File: config.mk
export PLATFORM = sky130hd
export DESIGN_NAME = adsb_frame_raw_output_framer
export DESIGN_NICKNAME = d
export VERILOG_FILES = /design/src/rtl/adsbf_pkg.sv /design/src/rtl/adsb_frame_raw_output_framer.sv /design/src/rtl/adsbf_ctrl.sv /design/src/rtl/adsbf_datapath.sv
export SDC_FILE = /design/constraint.sdc
export NUM_CORES = 1
export LEC_CHECK = 0
export BUFFER_PORTS_ARGS = -buffer_cell sky130_fd_sc_hd__clkbuf_2
export CORE_UTILIZATION = 35
export DETAILED_ROUTE_END_ITERATION = 16
export HOLD_SLACK_MARGIN = 0.03
export PLACE_DENSITY = 0.53
export SETUP_SLACK_MARGIN = 0.3
export SLEW_MARGIN = 20
export SYNTH_ARGS = -nofsm -noshare
export SYNTH_HDL_FRONTEND = slang
export SYNTH_HIERARCHICAL = 1
export SYNTH_SLANG_ARGS = --single-unit
File: constraint.sdc
create_clock -name clk -period 32.9 [get_ports clk]
set_input_delay 4.935 -clock clk [delete_from_list [all_inputs] [get_ports clk]]
set_output_delay 4.935 -clock clk [all_outputs]
set_load 0.01 [all_outputs]
File: src/rtl/adsbf_pkg.sv
// Shared types, codes and helpers for the raw output framer.
package adsbf_pkg;

    // Output mode register codes
    localparam logic [1:0] MODE_AVR   = 2'd0;
    localparam logic [1:0] MODE_BEAST = 2'd1;
    localparam logic [1:0] MODE_NONE  = 2'd2;
    localparam logic [1:0] MODE_RSVD  = 2'd3;  // unused code, silent like MODE_NONE

    // Fixed stream bytes
    localparam logic [7:0] ESC_BYTE    = 8'h1A;
    localparam logic [7:0] TYPE_SHORT  = 8'h32;  // '2'
    localparam logic [7:0] TYPE_LONG   = 8'h33;  // '3'
    localparam logic [7:0] AVR_START   = 8'h2A;  // '*'
    localparam logic [7:0] AVR_SEMI    = 8'h3B;  // ';'
    localparam logic [7:0] AVR_NEWLINE = 8'h0A;

    // Byte counts of the staged body
    localparam int          SRC_BYTES   = 21;
    localparam int          SRC_BITS    = SRC_BYTES * 8;
    localparam logic [4:0]  SHORT_BYTES = 5'd7;
    localparam logic [4:0]  LONG_BYTES  = 5'd14;
    localparam logic [4:0]  HDR_BYTES   = 5'd7;   // timestamp and level

    // Controller states
    typedef enum logic [2:0] {
        ST_IDLE,
        ST_HEAD,
        ST_TYPE,
        ST_BODY,
        ST_SEMI,
        ST_NEWLINE
    } state_t;

    // Which byte source feeds the output register
    typedef enum logic [2:0] {
        SEL_START,
        SEL_SYNC,
        SEL_TYPE,
        SEL_BODY,
        SEL_SEMI,
        SEL_NEWLINE
    } sel_t;

    // Controller to datapath
    typedef struct packed {
        logic load;
        logic emit;
        sel_t sel;
    } cmd_t;

    // Datapath to controller
    typedef struct packed {
        logic       out_free;
        logic       body_done;
        logic [1:0] mode;
    } sts_t;

    // Upper-case hex ASCII digit
    function automatic logic [7:0] hex_ascii(input logic [3:0] nib);
        logic [7:0] res;
        if (nib < 4'd10)
        begin
            res = 8'h30 + {4'd0, nib};
        end
        else
        begin
            res = 8'h37 + {4'd0, nib};
        end
        return res;
    endfunction

endpackage

File: src/rtl/adsb_frame_raw_output_framer.sv
// Top level of the Mode S raw output framer (AVR hex and Beast binary).
//
//  channel  | handshake            | payload
//  ---------+----------------------+---------------------------------------------
//  input    | in_valid / in_stall  | frame_head, frame_tail, long_frame,
//           |                      | capture_time, rx_level
//  output   | out_valid / out_stall| out_byte, last_byte
//  config   | cfg_valid / cfg_ready| cfg_data (output_mode)
//
// One item at a time: an item is taken while the sequencer is idle, then its
// bytes leave one per cycle from the output register unless the output stalls:
// 17 or 31 bytes in AVR mode, 16 to 44 in Beast, none with raw output off.
// The pace is set by the single byte-wide output register the sequencer feeds.
// A stall on the output freezes the sequencer; in_stall stays high until the
// final byte of the item has entered the output register.
// Reset sets the mode to no raw output and empties the output register.
module adsb_frame_raw_output_framer
    import adsbf_pkg::*;
(
    input  logic        clk,
    input  logic        rst_n,
    input  logic        cfg_valid,
    output logic        cfg_ready,
    input  logic [1:0]  cfg_data,
    input  logic        in_valid,
    output logic        in_stall,
    input  logic [55:0] frame_head,
    input  logic [55:0] frame_tail,
    input  logic        long_frame,
    input  logic [47:0] capture_time,
    input  logic [7:0]  rx_level,
    output logic        out_valid,
    input  logic        out_stall,
    output logic [7:0]  out_byte,
    output logic        last_byte
);

    cmd_t cmd;
    sts_t sts;
    logic idle;

    // Mode writes are taken while no item is in work or being offered
    assign cfg_ready = idle && !in_valid;

    adsbf_ctrl u_ctrl (
        .clk      (clk),
        .rst_n    (rst_n),
        .in_valid (in_valid),
        .sts      (sts),
        .in_stall (in_stall),
        .idle     (idle),
        .cmd      (cmd)
    );

    adsbf_datapath u_datapath (
        .clk          (clk),
        .rst_n        (rst_n),
        .cfg_we       (cfg_valid && cfg_ready),
        .cfg_data     (cfg_data),
        .frame_head   (frame_head),
        .frame_tail   (frame_tail),
        .long_frame   (long_frame),
        .capture_time (capture_time),
        .rx_level     (rx_level),
        .out_stall    (out_stall),
        .cmd          (cmd),
        .sts          (sts),
        .out_valid    (out_valid),
        .out_byte     (out_byte),
        .last_byte    (last_byte)
    );

endmodule

File: src/rtl/adsbf_ctrl.sv
// Sequencing state machine for the raw output framer.
module adsbf_ctrl
    import adsbf_pkg::*;
(
    input  logic clk,
    input  logic rst_n,
    input  logic in_valid,
    input  sts_t sts,
    output logic in_stall,
    output logic idle,
    output cmd_t cmd
);

    state_t state_reg;
    state_t state_next;
    logic   in_accept;
    logic   emit;
    logic   active_mode;

    assign in_accept   = in_valid && (state_reg == ST_IDLE);
    assign active_mode = (sts.mode == MODE_AVR) || (sts.mode == MODE_BEAST);
    assign emit        = (state_reg != ST_IDLE) && sts.out_free;

    // State register
    always_ff @(posedge clk or negedge rst_n)
    begin
        if (!rst_n)
        begin
            state_reg <= ST_IDLE;
        end
        else
        begin
            state_reg <= state_next;
        end
    end

    // Next state
    always_comb
    begin
        state_next = state_reg;
        unique case (state_reg)
            ST_IDLE:
            begin
                if (in_accept && active_mode)
                begin
                    state_next = ST_HEAD;
                end
            end
            ST_HEAD:
            begin
                if (emit)
                begin
                    state_next = (sts.mode == MODE_BEAST) ? ST_TYPE : ST_BODY;
                end
            end
            ST_TYPE:
            begin
                if (emit)
                begin
                    state_next = ST_BODY;
                end
            end
            ST_BODY:
            begin
                if (emit && sts.body_done)
                begin
                    state_next = (sts.mode == MODE_BEAST) ? ST_IDLE : ST_SEMI;
                end
            end
            ST_SEMI:
            begin
                if (emit)
                begin
                    state_next = ST_NEWLINE;
                end
            end
            ST_NEWLINE:
            begin
                if (emit)
                begin
                    state_next = ST_IDLE;
                end
            end
            default:
            begin
                state_next = ST_IDLE;
            end
        endcase
    end

    // Outputs
    always_comb
    begin
        in_stall = (state_reg != ST_IDLE);
        idle     = (state_reg == ST_IDLE);
        cmd.load = in_accept;
        cmd.emit = emit;
        cmd.sel  = SEL_BODY;
        unique case (state_reg)
            ST_IDLE:    cmd.sel = SEL_BODY;
            ST_HEAD:    cmd.sel = (sts.mode == MODE_BEAST) ? SEL_SYNC : SEL_START;
            ST_TYPE:    cmd.sel = SEL_TYPE;
            ST_BODY:    cmd.sel = SEL_BODY;
            ST_SEMI:    cmd.sel = SEL_SEMI;
            ST_NEWLINE: cmd.sel = SEL_NEWLINE;
            default:    cmd.sel = SEL_BODY;
        endcase
    end

endmodule

File: src/rtl/adsbf_datapath.sv
// Byte staging, escape and hex logic, mode register and output register.
module adsbf_datapath
    import adsbf_pkg::*;
(
    input  logic        clk,
    input  logic        rst_n,
    input  logic        cfg_we,
    input  logic [1:0]  cfg_data,
    input  logic [55:0] frame_head,
    input  logic [55:0] frame_tail,
    input  logic        long_frame,
    input  logic [47:0] capture_time,
    input  logic [7:0]  rx_level,
    input  logic        out_stall,
    input  cmd_t        cmd,
    output sts_t        sts,
    output logic        out_valid,
    output logic [7:0]  out_byte,
    output logic        last_byte
);

    logic [1:0]          mode_reg;
    logic [SRC_BITS-1:0] src_reg;
    logic [SRC_BITS-1:0] src_next;
    logic [4:0]          cnt_reg;
    logic [4:0]          cnt_next;
    logic                long_reg;
    logic                phase_reg;
    logic                phase_next;
    logic                dup_reg;
    logic                dup_next;
    logic                out_valid_reg;
    logic                out_valid_next;
    logic [7:0]          out_byte_reg;
    logic [7:0]          out_byte_next;
    logic                last_reg;
    logic                last_next;
    logic [7:0]          cur_byte;
    logic                is_beast;
    logic                cur_esc;
    logic                body_done;
    logic [4:0]          frame_cnt;

    assign is_beast  = (mode_reg == MODE_BEAST);
    assign cur_byte  = src_reg[SRC_BITS-1 -: 8];
    assign cur_esc   = (cur_byte == ESC_BYTE);
    assign frame_cnt = long_frame ? LONG_BYTES : SHORT_BYTES;

    // Final body byte: last source byte, past its hex pair or its escape copy
    assign body_done = (cnt_reg == 5'd1) &&
                       (is_beast ? (!cur_esc || dup_reg) : phase_reg);

    // Status: output register free, body finished, current mode
    assign sts = {(!out_valid_reg || !out_stall), body_done, mode_reg};

    // Mode register
    always_ff @(posedge clk or negedge rst_n)
    begin
        if (!rst_n)
        begin
            mode_reg <= MODE_NONE;
        end
        else if (cfg_we)
        begin
            mode_reg <= cfg_data;
        end
    end

    // Staging next values: load an item or step through the body
    always_comb
    begin
        src_next   = src_reg;
        cnt_next   = cnt_reg;
        phase_next = phase_reg;
        dup_next   = dup_reg;
        if (cmd.load)
        begin
            phase_next = 1'b0;
            dup_next   = 1'b0;
            if (is_beast)
            begin
                src_next = {capture_time, rx_level, frame_head, frame_tail};
                cnt_next = frame_cnt + HDR_BYTES;
            end
            else
            begin
                src_next = {frame_head, frame_tail, 56'd0};
                cnt_next = frame_cnt;
            end
        end
        else if (cmd.emit && (cmd.sel == SEL_BODY))
        begin
            if (is_beast)
            begin
                if (cur_esc && !dup_reg)
                begin
                    dup_next = 1'b1;
                end
                else
                begin
                    dup_next = 1'b0;
                    src_next = {src_reg[SRC_BITS-9:0], 8'd0};
                    cnt_next = cnt_reg - 5'd1;
                end
            end
            else
            begin
                phase_next = !phase_reg;
                if (phase_reg)
                begin
                    src_next = {src_reg[SRC_BITS-9:0], 8'd0};
                    cnt_next = cnt_reg - 5'd1;
                end
            end
        end
    end

    // Byte selection into the output register
    always_comb
    begin
        out_valid_next = out_valid_reg && out_stall;
        out_byte_next  = out_byte_reg;
        last_next      = last_reg;
        if (cmd.emit)
        begin
            out_valid_next = 1'b1;
            last_next      = 1'b0;
            unique case (cmd.sel)
                SEL_START:   out_byte_next = AVR_START;
                SEL_SYNC:    out_byte_next = ESC_BYTE;
                SEL_TYPE:    out_byte_next = long_reg ? TYPE_LONG : TYPE_SHORT;
                SEL_BODY:
                begin
                    if (is_beast)
                    begin
                        out_byte_next = cur_byte;
                        last_next     = body_done;
                    end
                    else
                    begin
                        out_byte_next = phase_reg ? hex_ascii(cur_byte[3:0])
                                                  : hex_ascii(cur_byte[7:4]);
                    end
                end
                SEL_SEMI:    out_byte_next = AVR_SEMI;
                SEL_NEWLINE:
                begin
                    out_byte_next = AVR_NEWLINE;
                    last_next     = 1'b1;
                end
                default:     out_byte_next = out_byte_reg;
            endcase
        end
    end

    // Control registers
    always_ff @(posedge clk or negedge rst_n)
    begin
        if (!rst_n)
        begin
            out_valid_reg <= 1'b0;
            cnt_reg       <= 5'd0;
            phase_reg     <= 1'b0;
            dup_reg       <= 1'b0;
        end
        else
        begin
            out_valid_reg <= out_valid_next;
            cnt_reg       <= cnt_next;
            phase_reg     <= phase_next;
            dup_reg       <= dup_next;
        end
    end

    // Payload registers
    always_ff @(posedge clk)
    begin
        src_reg      <= src_next;
        out_byte_reg <= out_byte_next;
        last_reg     <= last_next;
        if (cmd.load)
        begin
            long_reg <= long_frame;
        end
    end

    assign out_valid = out_valid_reg;
    assign out_byte  = out_byte_reg;
    assign last_byte = last_reg;

endmodule
==> impl_metrics.py <==
metrics = {
    "routing": {
        "drtPass1Iterations": 5,
        "drt_iter0_markers": 885,
        "route.final.wire_length_um": 27600,
        "drc": 0,
        "antenna_left": 0,
        "via_count": 7840,
        "routedWlPerCell_um": 18.8,
        "via_per_inst": 5.35,
    },
    "synthesis": {
        "syn-cell-area_mm2": 0.00968,
        "synth_nets": 1166,
        "synth_top_cell_by_area": "edfxtp_1",
        "ys_dominant_reg_cell": "edfxtp_1",
        "yosys-top-cells-area": "edfxtp_1, nand2_1, a31oi_1",
        "ys_seq_area_share_pct": 58.6,
        "ys_ff_latch": 191,
        "synth-edff-count": 178,
        "synth_top_area_share_pct": 55.2,
        "ys_warn_count": 6,
        "synth.avg_cell_area_um2": 9.87,
        "synth_cell_type_count": 63,
        "ys_async_sr_fraction_pct": 6.81,
        "synth_cells": 980,
    },
    "clocking": {
        "cts_tree": "done",
        "ctsResizeCount": 0,
        "cts_buffers": 17,
        "cts_max_level": 4,
        "clock_path_buffers": 2,
        "cts_setup_buffers": 0,
        "cts_hold_buf": 0,
        "worstSkewPairLatency_ps": 430,
        "root_buffer": "clkbuf_16",
        "clock_sinks": 191,
        "cts.reportedPaths.clkPinSlew_ps": 70,
    },
    "cells_and_area": {
        "largest_reg_flops": 168,
        "layout_common_cells": "nand2_1, clkbuf_2, edfxtp_1, nor2_1, a31oi_1",
        "area_growth_pct": 17.6,
        "layoutNonFillerInstCount": 1466,
        "diodes": 0,
        "final_common_cell": "nand2_1",
        "fin_nets": 1298,
        "drive_gt1_share_pct": 21.4,
    },
    "die": {
        "io_pins": 188,
        "rows": 60,
        "fp.dieH_um": 168,
        "die_x_um": 168,
        "design.core.area_mm2": 0.0270,
        "start_util_pct": 35.8,
        "die_area_mm2": 0.0283,
    },
    "global_routing": {
        "grt_start_max_net_pins": 169,
        "grt.total_usage_pct": 19.2,
        "grt_pass1_wl_um": 41000,
        "grt.busiest_layer": "met1",
        "use_met1_pct": 29.5,
        "use_met3_pct": 3.29,
        "grt_pass1_vias": 7084,
        "gr-total-overflow": 0,
        "met2_usage_pct": 27.9,
        "antenna_found_initial": 0,
    },
    "placement": {
        "hpwl_um": 18700,
        "gp_congestion": 0.839,
        "place_inst": 1434,
        "numPortBuffers": 187,
    },
    "hold_path": {
        "hold_path.class": "register to register",
        "min_from": "u_datapath/src_reg[24]$_DFFE_PP_",
    },
    "worst_setup_path": {
        "r2r_start": "u_ctrl/state_reg[1]$_DFFE_PN0P_",
        "worstPathCellList": "clkbuf_2, nor2b_1, clkbuf_2",
        "path_common_cell": "clkbuf_2",
        "slowest_delay_ps": 130,
        "critPathMaxFanout": 4,
        "critPathBufInv": 2,
        "cp.required_ps": 27960,
        "crit_type": "input port to output port",
        "cp-startpoint": "in_valid",
        "cp.arrival_ps": 5270,
        "critPathSlowestCell": "clkbuf_2",
        "end_kind": "output port",
        "setup.worst_path.start_class": "input port",
        "critPathTopFamily": "buffers and inverters",
    },
    "pwr": {
        "peakVddDrop_mv": 0.0657,
        "powerDensity_mw_per_mm2": 84.1,
        "p_leak_nw": 4.45,
    },
    "sta": {
        "finalCriticalPeriod_ps": 10210,
        "finalSetupViolCount": 0,
        "tightestPinTransition_ps": 1060,
        "period_share_pct": 31.0,
        "final-hold-violation-count": 0,
        "grt_setup_unrepaired": "false",
        "fin_worst_skew_ps": 14.1,
        "max_freq_ghz": 0.0979,
        "slew_headroom_pct": 29.6,
        "tns_ps": 0,
        "maxSlewViolCount": 0,
    },
    "run": {
        "maxCapViolCount": 0,
    },
    "outcome": {
        "status": "finished, final reports clean",
    },
}
==> logic make-up (layout without fill, tap and decap cells) <==
kind of cell / Yosys count / count (layout) / share of synthesized area [%]
buffers and inverters: 92 / 237 / 4.11
flip-flops: 191 / 191 / 58.6
multiplexers: 3 / 3 / 0.336
XOR/XNOR: 2 / 2 / 0.181
AO/OA/AOI/OAI: 214 / 214 / 15.4
adder cells (fa/ha/maj): 10 / 10 / 1.29
AND/OR/NAND/NOR: 468 / 468 / 20.0
==> per-layer routing <==
layer | wire length (um) | vias to the layer above
met2 | 12100 | 284
met4 | 297 | 0
met5 | 0 | -
li1 | - | 3791
met1 | 13500 | 3750
met3 | 1650 | 15
==> power breakdown <==
part	switching, mW	internal (mW)	leakage (nW)
registers	0.0478	0.420	1.84
clock network	0.108	0.104	0.297
logic	0.181	0.0958	2.32
==> layout make-up <==
cell class	instances	area (um^2)
clock buffers	17	425
clock inverters	15	186
fillers	2665	15600
inverters	11	45.0
multi-input cells	697	3620
flip-flops and latches	191	5670
well taps	341	427
repair buffers	194	1000
==> metrics by stage <==
step           power (mW)  hold slack (ps)  setup slack [ps]  instance area, um^2  util, %
2_1_floorplan       0.694              502             14530                 9680        -
3_3_place_gp        0.750              512             22680                10800     39.8
3_5_place_dp        0.751              512             22690                10800     39.8
4_1_cts             0.963              529             22680                11400     42.1
5_1_grt              1.01              543             22660                11400     42.1
6_report            0.957              525             22690                11400     42.1
==> worst register-to-register path, delay by kind of cell, from the launching register on <==
| kind | cells | cell delay [ps] |
|---|---|---|
| compound gates | 1 | 300 |
| simple gates | 2 | 1230 |
| flops | 1 | 510 |
| buf+inv | 2 | 1580 |
==> worst paths after layout <==
path                       cells past startpoint                                 end  slack [ps]
max                                            3                           cfg_ready       22690
min                                            1    u_datapath/src_reg[32]$_DFFE_PP_         530
max reg2reg                                    5   u_datapath/src_reg[128]$_DFFE_PP_       28660
min reg2reg                                    1    u_datapath/src_reg[32]$_DFFE_PP_         530
max in group asynchronous                      1  u_datapath/mode_reg[1]$_DFFE_PN1P_       28180
min in group asynchronous                      1     u_ctrl/state_reg[1]$_DFFE_PN0P_        4410
==> synthesized netlist by cell type (all sizes together) (2+ instances only) <==
library cell,number
o22ai,2
buf,25
edfxtp,178
nand4,2
o2bb2ai,48
nor2b,12
mux2,2
xnor2,2
a31oi,114
or3,3
o31ai,4
nand3b,2
nor3,6
nand3,2
o211ai,3
nand2b,4
or4,2
a211oi,4
clkbuf,56
nor4b,2
a21oi,10
o31a,2
inv,11
o21ai,14
dfrtp,12
nor3b,3
ha,10
and3,10
nand2,289
and4b,2
nor2,122
nor4,2
Power figures use the tool's default switching activity.
